## config.mk

```make
export PLATFORM = sky130hd
export DESIGN_NAME = utf8_stream_decoder_unit
export DESIGN_NICKNAME = d
export VERILOG_FILES = /design/src/hdl/udec_pkg.sv /design/src/hdl/utf8_stream_decoder_unit.sv
export SDC_FILE = /design/constraint.sdc
export NUM_CORES = 1
export LEC_CHECK = 0
export ABC_AREA = 1
export ABC_CLOCK_PERIOD_IN_PS = 5400
export BUFFER_PORTS_ARGS = -buffer_cell sky130_fd_sc_hd__buf_2
export CORE_MARGIN = 5
export CORE_UTILIZATION = 30
export CTS_BUF_LIST = sky130_fd_sc_hd__clkbuf_4 sky130_fd_sc_hd__clkbuf_8 sky130_fd_sc_hd__clkbuf_16
export DETAILED_ROUTE_END_ITERATION = 16
export SKIP_LAST_GASP = 1
export SLEW_MARGIN = 40
export SYNTH_ARGS = -nofsm -noshare
export SYNTH_HDL_FRONTEND = slang
export SYNTH_SLANG_ARGS = --single-unit
```

## constraint.sdc

```tcl
create_clock -name clk_i -period 5.4 [get_ports clk_i]
set_input_delay 0.81 -clock clk_i [delete_from_list [all_inputs] [get_ports clk_i]]
set_output_delay 0.81 -clock clk_i [all_outputs]
set_load 0.02 [all_outputs]
```

## src/hdl/udec_pkg.sv

```systemverilog
`timescale 1ns / 1ps
`default_nettype none
// ----------------------------------------------------------------------------
// udec_pkg: shared types, constants and helpers for the UTF-8 stream decoder
// Field widths, the character limit ceiling and the decode helpers.
// ----------------------------------------------------------------------------
package udec_pkg;

  localparam int unsigned ByteW       = 8;
  localparam int unsigned CpW         = 21;
  localparam int unsigned CountW      = 13;
  localparam int unsigned OutDataW    = 40;   // code_point + char_count, byte padded
  localparam int unsigned ResCntW     = 3;    // up to four results per byte

  localparam int unsigned MaxCharsLimit = 4096;
  localparam logic [CountW-1:0] MaxCharsReset = 13'd1024;
  localparam logic [CountW-1:0] LimitCeil     = CountW'(MaxCharsLimit);

  localparam logic [CpW-1:0] QMark = 21'd63;  // '?'

  typedef struct packed {
    logic [CpW-1:0]    code_point;
    logic              is_end;
    logic [CountW-1:0] char_count;
  } res_t;

  // Total sequence length implied by a held lead byte
  function automatic logic [2:0] seq_len(input logic [ByteW-1:0] lead);
    logic [2:0] len;
    if (lead[7:5] == 3'b110) begin
      len = 3'd2;
    end else if (lead[7:4] == 4'b1110) begin
      len = 3'd3;
    end else begin
      len = 3'd4;
    end
    return len;
  endfunction

  // Assemble the code point from the held bytes and the final continuation
  function automatic logic [CpW-1:0] decode_cp(input logic [ByteW-1:0] lead,
                                               input logic [ByteW-1:0] c0,
                                               input logic [ByteW-1:0] c1,
                                               input logic [ByteW-1:0] last);
    logic [2:0]     len;
    logic [CpW-1:0] cp;
    len = seq_len(lead);
    if (len == 3'd2) begin
      cp = {10'd0, lead[4:0], last[5:0]};
    end else if (len == 3'd3) begin
      cp = {5'd0, lead[3:0], c0[5:0], last[5:0]};
    end else begin
      cp = {lead[2:0], c0[5:0], c1[5:0], last[5:0]};
    end
    return cp;
  endfunction

endpackage
`default_nettype wire

```

## src/hdl/utf8_stream_decoder_unit.sv

```systemverilog
`timescale 1ns / 1ps
`default_nettype none
// ----------------------------------------------------------------------------
// utf8_stream_decoder_unit: streaming UTF-8 to code point decoder
// Decodes a zero-terminated byte stream into code points with a per-string
// character limit and an end marker carrying the count.
// ----------------------------------------------------------------------------
// Usage:
//   Slave stream: one raw byte per word in s_axis_tdata. A zero byte ends the
//   string and produces an end marker (m_axis_tuser high) whose char_count
//   holds the code points emitted for that string.
//   Master stream: one result per word; m_axis_tlast marks the final result
//   caused by an input byte. Malformed bytes come out as '?'.
//   cfg_we_i/cfg_wdata_i set max_chars (capped at 4096); write only while idle.
// Pipeline: a byte taken into the input register is decoded from there, and its
//   results are presented from the result register.
// Throughput: one byte per cycle while m_axis_tready is high and every byte yields
//   at most one result. A byte that yields several results (up to four: flushed
//   '?' plus the tail) keeps the result register until all are taken; the input
//   register takes one more byte meanwhile, then s_axis_tready drops.
// Stall: when m_axis_tready is low the result word holds; the input register
//   fills and backpressure reaches the slave side.
// Reset: all string state clears, nothing is held, max_chars returns to 1024.
// ----------------------------------------------------------------------------
module utf8_stream_decoder_unit (
  input  logic                              clk_i,
  input  logic                              rst_ni,
  // configuration: max_chars
  input  logic                              cfg_we_i,
  input  logic [udec_pkg::CountW-1:0]       cfg_wdata_i,
  // byte stream in
  input  logic                              s_axis_tvalid,
  output logic                              s_axis_tready,
  input  logic [udec_pkg::ByteW-1:0]        s_axis_tdata,   // [7:0] in_byte
  // code point stream out
  output logic                              m_axis_tvalid,
  input  logic                              m_axis_tready,
  output logic [udec_pkg::OutDataW-1:0]     m_axis_tdata,   // [20:0] code_point,
                                                            // [33:21] char_count,
                                                            // [39:34] zero
  output logic                              m_axis_tuser,   // [0] is_end
  output logic                              m_axis_tlast    // last_in_run
);

  import udec_pkg::*;

  // configuration
  logic [CountW-1:0] max_chars_q;

  // input register
  logic              in_valid_q;
  logic [ByteW-1:0]  in_byte_q;

  // per-string state
  logic [ByteW-1:0]  lead_q, lead_d;
  logic [ByteW-1:0]  cont0_q, cont0_d;
  logic [ByteW-1:0]  cont1_q, cont1_d;
  logic [1:0]        held_q, held_d;
  logic [CountW-1:0] cnt_q, cnt_d;
  logic              lr_q, lr_d;

  // result register
  logic [ResCntW-1:0] left_q, left_d;
  res_t               tail_q, tail_d;

  // decode signals
  logic [CountW-1:0]  lim;
  logic               blocked0;
  logic [CountW-1:0]  room;
  logic               room_le_held;
  logic [1:0]         flush_n;
  logic               is_cont;
  logic               is_lead;
  logic [2:0]         need_len;
  logic [CpW-1:0]     seq_cp;
  logic               advance;
  logic               out_take;
  logic               tail_hit;
  logic [ResCntW-1:0] emits;

  // Effective limit and room left in this string
  assign lim          = (max_chars_q > LimitCeil) ? LimitCeil : max_chars_q;
  assign blocked0     = lr_q || (cnt_q >= lim);
  assign room         = lim - cnt_q;
  assign room_le_held = room <= {{(CountW-2){1'b0}}, held_q};
  assign flush_n      = blocked0 ? 2'd0 : (room_le_held ? room[1:0] : held_q);
  assign is_cont      = in_byte_q inside {[8'h80:8'hBF]};
  assign is_lead      = in_byte_q inside {[8'hC0:8'hF7]};
  assign need_len     = seq_len(lead_q);
  assign seq_cp       = decode_cp(lead_q, cont0_q, cont1_q, in_byte_q);

  // Handshake: decode when the result register is free or its last word is taken
  assign out_take      = m_axis_tvalid && m_axis_tready;
  assign advance       = in_valid_q && ((left_q == '0) || ((left_q == 3'd1) && m_axis_tready));
  assign s_axis_tready = !in_valid_q || advance;

  // Decode one byte against the held state
  always_comb begin
    lead_d   = lead_q;
    cont0_d  = cont0_q;
    cont1_d  = cont1_q;
    held_d   = held_q;
    cnt_d    = cnt_q;
    lr_d     = lr_q;
    emits    = '0;
    tail_hit = 1'b0;
    tail_d   = '{code_point: QMark, is_end: 1'b0, char_count: '0};

    if (in_byte_q == '0) begin
      // flush held bytes, then the end marker
      emits   = {1'b0, flush_n} + 3'd1;
      tail_d  = '{code_point: '0, is_end: 1'b1,
                  char_count: cnt_q + {{(CountW-2){1'b0}}, flush_n}};
      cnt_d   = '0;
      lr_d    = 1'b0;
      held_d  = '0;
      lead_d  = '0;
      cont0_d = '0;
      cont1_d = '0;
    end else if (blocked0) begin
      // drop the byte and anything held
      lr_d   = 1'b1;
      held_d = '0;
    end else begin
      if ((held_q != '0) && is_cont) begin
        if (({1'b0, held_q} + 3'd1) >= need_len) begin
          tail_d.code_point = seq_cp;
          emits             = 3'd1;
          held_d            = '0;
        end else begin
          if (held_q == 2'd1) begin
            cont0_d = in_byte_q;
          end else begin
            cont1_d = in_byte_q;
          end
          held_d = held_q + 2'd1;
        end
      end else begin
        // flush held bytes as '?', then take the byte afresh
        held_d = '0;
        if (!room_le_held) begin
          if (in_byte_q < 8'h80) begin
            tail_d.code_point = {{(CpW-ByteW){1'b0}}, in_byte_q};
            tail_hit          = 1'b1;
          end else if (is_lead) begin
            lead_d = in_byte_q;
            held_d = 2'd1;
          end else begin
            tail_hit = 1'b1;
          end
        end
        emits = {1'b0, flush_n} + {2'b00, tail_hit};
      end
      cnt_d = cnt_q + {{(CountW-ResCntW){1'b0}}, emits};
      lr_d  = cnt_d >= lim;
    end
  end

  // Count down the words of the current result group
  always_comb begin
    left_d = left_q;
    if (advance) begin
      left_d = emits;
    end else if (out_take) begin
      left_d = left_q - 3'd1;
    end
  end

  // Present '?' until the final word of the group, then the tail
  assign m_axis_tvalid = left_q != '0;
  assign m_axis_tlast  = left_q == 3'd1;
  assign m_axis_tuser  = m_axis_tlast ? tail_q.is_end : 1'b0;
  always_comb begin
    if (m_axis_tlast) begin
      m_axis_tdata = {{(OutDataW-CpW-CountW){1'b0}}, tail_q.char_count, tail_q.code_point};
    end else begin
      m_axis_tdata = {{(OutDataW-CpW-CountW){1'b0}}, {CountW{1'b0}}, QMark};
    end
  end

  // Configuration register
  always_ff @(posedge clk_i or negedge rst_ni) begin
    if (!rst_ni) begin
      max_chars_q <= MaxCharsReset;
    end else if (cfg_we_i) begin
      max_chars_q <= cfg_wdata_i;
    end
  end

  // Input register
  always_ff @(posedge clk_i or negedge rst_ni) begin
    if (!rst_ni) begin
      in_valid_q <= 1'b0;
    end else if (s_axis_tready) begin
      in_valid_q <= s_axis_tvalid;
    end
  end

  always_ff @(posedge clk_i) begin
    if (s_axis_tready && s_axis_tvalid) begin
      in_byte_q <= s_axis_tdata;
    end
  end

  // String state and result register
  always_ff @(posedge clk_i or negedge rst_ni) begin
    if (!rst_ni) begin
      lead_q  <= '0;
      cont0_q <= '0;
      cont1_q <= '0;
      held_q  <= '0;
      cnt_q   <= '0;
      lr_q    <= 1'b0;
      left_q  <= '0;
    end else begin
      left_q <= left_d;
      if (advance) begin
        lead_q  <= lead_d;
        cont0_q <= cont0_d;
        cont1_q <= cont1_d;
        held_q  <= held_d;
        cnt_q   <= cnt_d;
        lr_q    <= lr_d;
      end
    end
  end

  always_ff @(posedge clk_i) begin
    if (advance) begin
      tail_q <= tail_d;
    end
  end

endmodule
`default_nettype wire

```

# Word level (Yosys, flattened, before mapping)

Index checks and enable logic that the tools add are counted.
Widths: inputs -> output; s select.

Register bits: 96
Bits of input ports: 26
Output and inout bits: 44
Logic and storage cells: 124

Add/sub/neg operators: 8
Order comparisons: 10
Eq/ne operators: 12
Muxes and demuxes: 56
Reductions and logical operators: 24

Operator list:

| kind                 | number |
|---|---|
| $mux 21              | 4 |
| $mux 6               | 11 |
| $mux 8               | 8 |
| $mux 13              | 3 |
| $mux 34              | 1 |
| $mux 3               | 9 |
| $ge 13x13->1         | 2 |
| $ge 8x8->1 const B   | 2 |
| $le 8x8->1 const B   | 2 |
| $mux 14              | 1 |
| $add 13x2->13        | 1 |
| $add 13x3->13        | 1 |
| $gt 13x13->1 const B | 1 |
| $le 13x2->1          | 1 |
| $mux 1               | 13 |
| $sub 13x13->13       | 1 |
| $mux 2               | 6 |
| $reduce_and 5->1     | 2 |
| $reduce_bool 2->1    | 5 |
| $logic_not 8->1      | 1 |
| $lt 8x8->1 const B   | 1 |
| $ne 2x2->1 const B   | 4 |
| $logic_and 1x1->1    | 7 |
| $add 2x1->3 const B  | 2 |
| 17 further kinds     | 21 |

# Logic depth before layout (Yosys ltp)

Gate-level depths: netlist of run 1.

Depth after elaboration: 16
Mapped depth: 45
Gate-level depth less buffers: 44

# Least setup slack after synthesis of run 1

OpenSTA, ideal clock, no wires.

Kind: flip-flop to flip-flop
From: register max_chars_q[8]
To: register lr_q
Setup time: 0.123 ns
Data arrival time: 5.749 ns
Required time: 5.277 ns
Path slack: -0.472 ns
Cell stages (with the launch flop): 41
Cells stage by stage: dfrtp_1 -> nor4_1 -> nand3_1 -> nand2_1 -> inv_1 -> clkbuf_1 -> nor2_1 -> inv_1 -> ha_1 -> fa_1 -> inv_1 -> ha_1 -> inv_1 -> o21ai_0 -> a21oi_1 -> nand3_1 -> nor2_2 -> nand2_2 -> (+5 left out) -> inv_1 -> fa_1 -> a21oi_1 -> nor2_1 -> nand2_1 -> nor2_1 -> xor2_1 -> inv_1 -> ha_1 -> nand2_1 -> inv_1 -> nand3_1 -> o21bai_1 -> nand4_1 -> a21oi_1 -> o21ai_0 -> o21ai_0 -> nand2_1

Word-level cells in the longest chain between the ends: 16
Elaborated cells on any way between the ends: 20

RTL lines:

| element                | line                            | source |
|---|---|---|
| from (decl)            | utf8_stream_decoder_unit.sv:48  | `logic [CountW-1:0] max_chars_q;` |
| from (signal assigned) | utf8_stream_decoder_unit.sv:184 | `max_chars_q <= MaxCharsReset;` |
| from (signal assigned) | utf8_stream_decoder_unit.sv:186 | `max_chars_q <= cfg_wdata_i;` |
| $gt 13x13->1           | utf8_stream_decoder_unit.sv:82  | `assign lim = (max_chars_q > LimitCeil) ? LimitCeil : max_chars_q;` |
| $mux 13 (*)            | utf8_stream_decoder_unit.sv:82  |  |
| $sub 13x13->13         | utf8_stream_decoder_unit.sv:84  | `assign room = lim - cnt_q;` |
| $le 13x2->1            | utf8_stream_decoder_unit.sv:85  | `assign room_le_held = room <= {{(CountW-2){1'b0}}, held_q};` |
| $mux 1                 | utf8_stream_decoder_unit.sv:141 | `if (!room_le_held) begin` |
| $mux 1                 | utf8_stream_decoder_unit.sv:125 | `if ((held_q != '0) && is_cont) begin` |
| $mux 1                 | utf8_stream_decoder_unit.sv:120 | `end else if (blocked0) begin` |
| $mux 1                 | utf8_stream_decoder_unit.sv:109 | `if (in_byte_q == '0) begin` |
| $add 2x1->3            | utf8_stream_decoder_unit.sv:152 | `emits = {1'b0, flush_n} + {2'b00, tail_hit};` |
| $mux 3                 | utf8_stream_decoder_unit.sv:125 |  |
| $mux 3                 | utf8_stream_decoder_unit.sv:120 |  |
| $mux 3                 | utf8_stream_decoder_unit.sv:109 |  |
| $add 13x3->13          | utf8_stream_decoder_unit.sv:154 | `cnt_d = cnt_q + {{(CountW-ResCntW){1'b0}}, emits};` |
| $ge 13x13->1           | utf8_stream_decoder_unit.sv:155 | `lr_d = cnt_d >= lim;` |
| $mux 1 (*)             | utf8_stream_decoder_unit.sv:120 |  |
| $mux 1 (*)             | utf8_stream_decoder_unit.sv:109 |  |
| to (signal assigned)   | utf8_stream_decoder_unit.sv:223 | `lr_q <= lr_d;` |
| to (decl)              | utf8_stream_decoder_unit.sv:60  | `logic lr_q, lr_d;` |

Every way passes the cells marked *; elsewhere a longest branch is shown, timed or not. The select of a mux whose other input is x is not followed.
A chain may end at the register's enable or synchronous reset.

# Worst setup path in the final report of run 1

From: register max_chars_q[9]
To: register lr_q

Same word-level chain as after synthesis.

==> flow_metrics.env, run 1 <==
export IMPL_synth_fa_ha_area_frac=0.103
export IMPL_cts_sinks=96
export IMPL_grt_max_degree=54
export IMPL_wirelength_um=16800
export IMPL_p_per_area_mw_per_mm2=493
export IMPL_postRouteAntennaNets=0
export IMPL_worstSkewPairLatency_ns=0.35
export IMPL_cts_max_level=3
export IMPL_grt_antenna_before_repair=1
export IMPL_maxCapViolCount=0
export IMPL_first_pass_iters=5
export IMPL_synthCells=812
export IMPL_path_clk_slew_ns=0.07
export IMPL_max_freq_mhz=173
export IMPL_pin_count=70
export IMPL_grt_overflow=0
export IMPL_synth_ff_type="dfrtp_1"
export IMPL_final_seq_area_mm2=0.00262
export IMPL_synth_top_family_by_area="simple AND/OR/NAND/NOR gates"
export IMPL_num_fill_cells=2121
export IMPL_slew_viol_final=0
export IMPL_leakage_nw=4.15
export IMPL_place_area_mm2=0.00743
export IMPL_drc=0
export IMPL_vias_per_cell=4.59
export IMPL_hp_class="register to register"
export IMPL_io_buffers=63
export IMPL_synth_warnings=0
export IMPL_max_slew_margin_rel=0.592
export IMPL_critPathKind="register to register"
export IMPL_synth_cell_types=47
export IMPL_slowest_delay_ns=0.50
export IMPL_setup_viol=2
export IMPL_ir_drop_mv=0.222
export IMPL_vias=5731
export IMPL_syn2layout_area_growth_pct=31.0
export IMPL_r2r_slack_ns=-0.38
export IMPL_cts_root_buf="clkbuf_16"
export IMPL_dieWidth_um=156
export IMPL_cts_buffers=9
export IMPL_tightestPinTransition_ns=0.608
export IMPL_failed_checks="setup timing"
export IMPL_period_share=1.07
export IMPL_grt_pass1_wl_um=27400
export IMPL_drive_above_1_share=0.307
export IMPL_cp_max_fo=3
export IMPL_grt_usage=0.138
export IMPL_multi_input_area_mm2=0.00345
export IMPL_synth_compound_area_frac=0.116
export IMPL_synth_edf_count=43
export IMPL_tritoncts="yes"
export IMPL_seq_area_frac_synth=0.407
export IMPL_final_cell_area_mm2=0.00843
export IMPL_power_mw=4.15
export IMPL_syn_area_per_cell_um2=7.92
export IMPL_synth_top_area_cell="dfrtp_1"
export IMPL_period_needed_ns=5.78
export IMPL_wire_per_inst_um=13.4
export IMPL_dr_first_iter_drc_count=378
export IMPL_floorplan_die_height_um=156
export IMPL_netlist_area_leader_share=0.202
export IMPL_dieArea_mm2=0.0245
export IMPL_yosysMostFrequentCell="inv_1"
export IMPL_core_area_mm2=0.0211
export IMPL_async_flop_share=0.552
export IMPL_rsz0062_at_grt="true"
export IMPL_gp_congestion=0.904
export IMPL_nNetsFinal=1046
export IMPL_cp_required_ns=5.64
export IMPL_synth_simple_area_share=0.239
export IMPL_synth_area_mux_share=0
export IMPL_setup_ws_ns=-0.381
export IMPL_slowest_stage="fa_1"
export IMPL_max_clock_path_buffers=2
export IMPL_finalHoldViolCount=0
export IMPL_synth_cell_area_mm2=0.00643
export IMPL_synth_xor_xnor_area_share=0.0177
export IMPL_synth_common_cells="155 x inv_1, 149 x nand2_1, 81 x nor2_1"
export IMPL_initial_core_util=0.305
export IMPL_crit_path_start_kind="register"
export IMPL_cp_end_kind="register"
export IMPL_skew_ns=0.00939
export IMPL_outcome="finished, violations left"
export IMPL_cp_arrival_ns=6.02
export IMPL_grt_pass1_vias=5580
export IMPL_netlist_top_cells_area="dfrtp_1 20%, edfxtp_1 20%, ha_1 9.3%"
export IMPL_synth_seq_cells=96
export IMPL_diodes=0
export IMPL_rows=53
export IMPL_dp_hpwl_um=12100
-- power breakdown --
group	internal, mW	switching, mW	leakage, nW
Combinational	1.07	1.38	2.96
Clock	0.374	0.289	0.145
Sequential	0.947	0.0980	1.04
Total	2.39	1.76	4.15
-- metal layers --
layer / up-vias / track usage / share of wire
li1: 2907 / - / -
met5: - / 0 / 0.00042
met2: 135 / 0.221 / 0.45
met4: 2 / 0.0426 / 0.020
met3: 30 / 0.0254 / 0.050
met1: 2657 / 0.189 / 0.48
-- per-stage QoR --
step	TNS, ns	setup slack (ns)	utilization	hold slack [ns]	std cells
after floorplan	-0.109	-0.109	-	0.450	817
after global placement	-0.342	-0.342	0.352	0.465	1189
after detailed placement	-0.499	-0.499	0.352	0.477	1189
after CTS	-0.574	-0.327	0.386	0.495	1243
after global routing	-0.993	-0.640	0.400	0.520	1249
final	-0.449	-0.381	0.400	0.493	1249
-- final timing paths --
check,startpoint,end,depth (start not counted)
max,max_chars_q[9],lr_q,37
min,lead_q[4],lead_q[4],2
max reg2reg,max_chars_q[9],lr_q,37
min reg2reg,lead_q[4],lead_q[4],2
max in group asynchronous,rst_ni,lead_q[6],2
min in group asynchronous,rst_ni,max_chars_q[0],2
-- registers in the layout, indices dropped and copies added, names as in the netlist, 3 cells and up --
register,count
lead_q,8
max_chars_q,13
left_q,3
cnt_q,13
tail_q,35
in_byte_q,8
cont0_q,6
cont1_q,6
-- placed cells by master (no fill, tap or decap), types with 33 or more instances in the layout --
cell	instances
a21oi_1	34
buf_2	63
buf_4	92
dfrtp_1	52
edfxtp_1	43
ha_1	39
inv_1	144
nand2_1	142
nor2_1	73
o21ai_0	33
-- worst max-delay path: cells and delay by family, from the launching register on --
kind            cells  cell delay (ns)
flops               1             0.41
xor+xnor            1             0.18
compound gates      7             0.88
buf+inv             6             0.54
fa+ha+maj           7             2.04
simple gates       16             1.60
-- cells by family (layout without fill, tap and decap cells) --
kind of cell	after synthesis	count (layout)
flops	96	96
compound gates	128	128
fa+ha+maj	51	51
buf+inv	186	343
simple gates	337	337
xor+xnor	13	13
other cells	1	6
-- repair_timing --
item                                    CTS  global route
setup buffers                            38            13
hold buffers                              0             0
endpoints found under the setup margin    1             4
pin swaps                                27            28
gates resized for setup                  28            49
-- cell type report --
cell class,instances,share of cell area
clock inverters,5,0.00772
clock buffers,11,0.0285
flip-flops and latches,96,0.311
well taps,275,0.0408
inverters,165,0.0744
multi-input cells,535,0.409
repair buffers,162,0.129
(Power assumes the default switching activity.)
==> inputs of run 2 (changes only) <==
--- a/config.mk
+++ b/config.mk
@@ -10,10 +10,9 @@
 export BUFFER_PORTS_ARGS = -buffer_cell sky130_fd_sc_hd__buf_2
 export CORE_MARGIN = 5
 export CORE_UTILIZATION = 30
-export CTS_BUF_LIST = sky130_fd_sc_hd__clkbuf_4 sky130_fd_sc_hd__clkbuf_8 sky130_fd_sc_hd__clkbuf_16
+export CTS_BUF_LIST = sky130_fd_sc_hd__clkbuf_4
 export DETAILED_ROUTE_END_ITERATION = 16
 export SKIP_LAST_GASP = 1
-export SLEW_MARGIN = 40
 export SYNTH_ARGS = -nofsm -noshare
 export SYNTH_HDL_FRONTEND = slang
 export SYNTH_SLANG_ARGS = --single-unit
==> run 2 against run 1 <==
Against the previous run:
- the flow still finishes with violations (setup timing)
- design area shrank 3.6%
- combinational power shrank 5%
- non-clock buffer count fell by 6
- critical path type unchanged
- critical endpoint unchanged
- largest cell class unchanged
- worst hold slack worse by 0.045 ns
==> flow_metrics.env, run 2 (synthesis results as in run 1) <==
export IMPL_outcome="finished, violations left"
export IMPL_failed_checks="setup timing"
export IMPL_grt_pass1_vias=5450
export IMPL_tightestPinTransition_ns=0.745
export IMPL_period_needed_ns=5.81
export IMPL_wire_per_inst_um=13.4
export IMPL_hold_worst_slack_ns=0.448
export IMPL_ir_drop_mv=0.184
export IMPL_fin_tns_setup_ns=-0.790
export IMPL_nNetsFinal=1040
export IMPL_cp_max_fo=4
export IMPL_max_freq_mhz=172
export IMPL_period_share=1.08
export IMPL_fin_cells=1244
export IMPL_grt_max_degree=54
export IMPL_grt_antenna_before_repair=2
export IMPL_drc=0
export IMPL_floorplan_die_height_um=156
export IMPL_dr_first_iter_drc_count=381
export IMPL_final_cell_mix="144 x inv_1, 142 x nand2_1, 92 x buf_4"
export IMPL_combPwrFrac=0.615
export IMPL_largestRegisters="tail_q (35), cnt_q (13), max_chars_q (13)"
export IMPL_power_mw=3.78
export IMPL_postRouteAntennaNets=0
export IMPL_leakage_nw=4.03
export IMPL_grt_overflow=0
export IMPL_io_buffers=63
export IMPL_vias=5739
export IMPL_slowest_delay_ns=0.50
export IMPL_cts_root_buf="clkbuf_4"
export IMPL_setup_ws_ns=-0.406
export IMPL_place_area_mm2=0.00743
export IMPL_worstSkewPairLatency_ns=0.49
export IMPL_vias_per_cell=4.61
export IMPL_skew_ns=0.0179
export IMPL_syn2layout_area_growth_pct=26.3
export IMPL_path_clk_slew_ns=0.15
export IMPL_cts_buffers=9
export IMPL_first_pass_iters=5
export IMPL_cpMostUsedCell="inv_2"
export IMPL_largest_reg_flops=35
export IMPL_dieArea_mm2=0.0245
export IMPL_finalHoldViolCount=0
export IMPL_crit_path_start_kind="register"
export IMPL_wirelength_um=16700
export IMPL_max_slew_margin_rel=0.504
export IMPL_gp_congestion=0.904
export IMPL_place_inst=1189
export IMPL_reg2reg_depth=42
export IMPL_final_cell_area_mm2=0.00813
export IMPL_internal_power_mw=2.09
export IMPL_grt_usage=0.135
export IMPL_critPathKind="register to register"
export IMPL_grt_pass1_wl_um=26700
export IMPL_regMostFlops="tail_q"
export IMPL_drive_above_1_share=0.294
export IMPL_tritoncts="yes"
export IMPL_cts_sinks=96
export IMPL_p_sw_frac=0.448
export IMPL_pin_count=70
export IMPL_core_area_mm2=0.0211
export IMPL_hp_class="primary input to async pin"
export IMPL_final_common_cell="inv_1"
export IMPL_cts_max_level=3
export IMPL_dieWidth_um=156
export IMPL_maxCapViolCount=0
export IMPL_slew_viol_final=0
export IMPL_max_clock_path_buffers=2
export IMPL_slowest_stage="fa_1"
export IMPL_pwr_share_seq=0.275
export IMPL_rsz0062_at_grt="true"
export IMPL_p_sw_mw=1.70
export IMPL_initial_core_util=0.305
export IMPL_cp_required_ns=5.78
export IMPL_clkPwrFrac=0.110
export IMPL_setup_viol=2
export IMPL_p_per_area_mw_per_mm2=466
export IMPL_cp_arrival_ns=6.19
export IMPL_dp_hpwl_um=12100
export IMPL_rows=53
export IMPL_cp_end_kind="register"
-- run 2: what timing repair did --
action | in CTS | in global routing
pin swaps | 22 | 28
resized for setup | 22 | 36
setup endpoints to repair | 1 | 3
hold endpoints to repair | 0 | 0
hold buffers | 0 | 0
setup buffers | 29 | 9
-- run 2: power by group through the flow --
stage | combinational [mW] | clock [mW] | sequential [mW]
after floorplan | 1.25 | 0 | 1.03
after global placement | 1.81 | 0 | 1.05
after detailed placement | 1.81 | 0 | 1.05
after CTS | 2.07 | 0.426 | 1.04
after global routing | 2.58 | 0.454 | 1.06
final | 2.33 | 0.415 | 1.04
-- run 2: area by class of cell --
class	count	area [um2]
inverters	165	624
repair buffers	156	1020
clock buffers	11	82.6
well taps	275	344
flip-flops and latches	96	2620
fillers	2159	13000
clock inverters	5	65.1
multi-input cells	535	3370
diodes	1	2.50
-- run 2: worst max-delay path, delay by kind of cell (launching register included) --
kind	cells	cell delay [ns]
DFF	1	0.44
AOI/OAI and AO/OA	7	0.81
buffers and inverters	7	0.42
xor gates and xnor gates	1	0.20
adders and majority gates	7	1.89
and+or+nand+nor	20	1.92
-- run 2: final timing paths --
check / from / end / slack (ns)
min reg2reg: lead_q[4] / lead_q[4] / 0.51
max in group asynchronous: rst_ni / lead_q[6] / 4.45
max: max_chars_q[9] / lr_q / -0.41
min: rst_ni / max_chars_q[0] / 0.45
min in group clk_i: s_axis_tdata[5] / in_byte_q[5] / 0.49
max reg2reg: max_chars_q[9] / lr_q / -0.41
-- run 2: metrics by stage --
step / setup slack (ns) / util
6_report: -0.406 / 0.385
3_5_place_dp: -0.499 / 0.352
3_3_place_gp: -0.342 / 0.352
5_1_grt: -0.754 / 0.385
2_1_floorplan: -0.109 / -
4_1_cts: -0.314 / 0.375
-- run 2: metal layers --
metal | global-route usage | share of wire | vias up
met5 | 0 | 0.00042 | -
met4 | 0.0384 | 0.024 | 2
met3 | 0.0310 | 0.059 | 29
met2 | 0.215 | 0.45 | 154
met1 | 0.185 | 0.47 | 2645
li1 | - | - | 2909
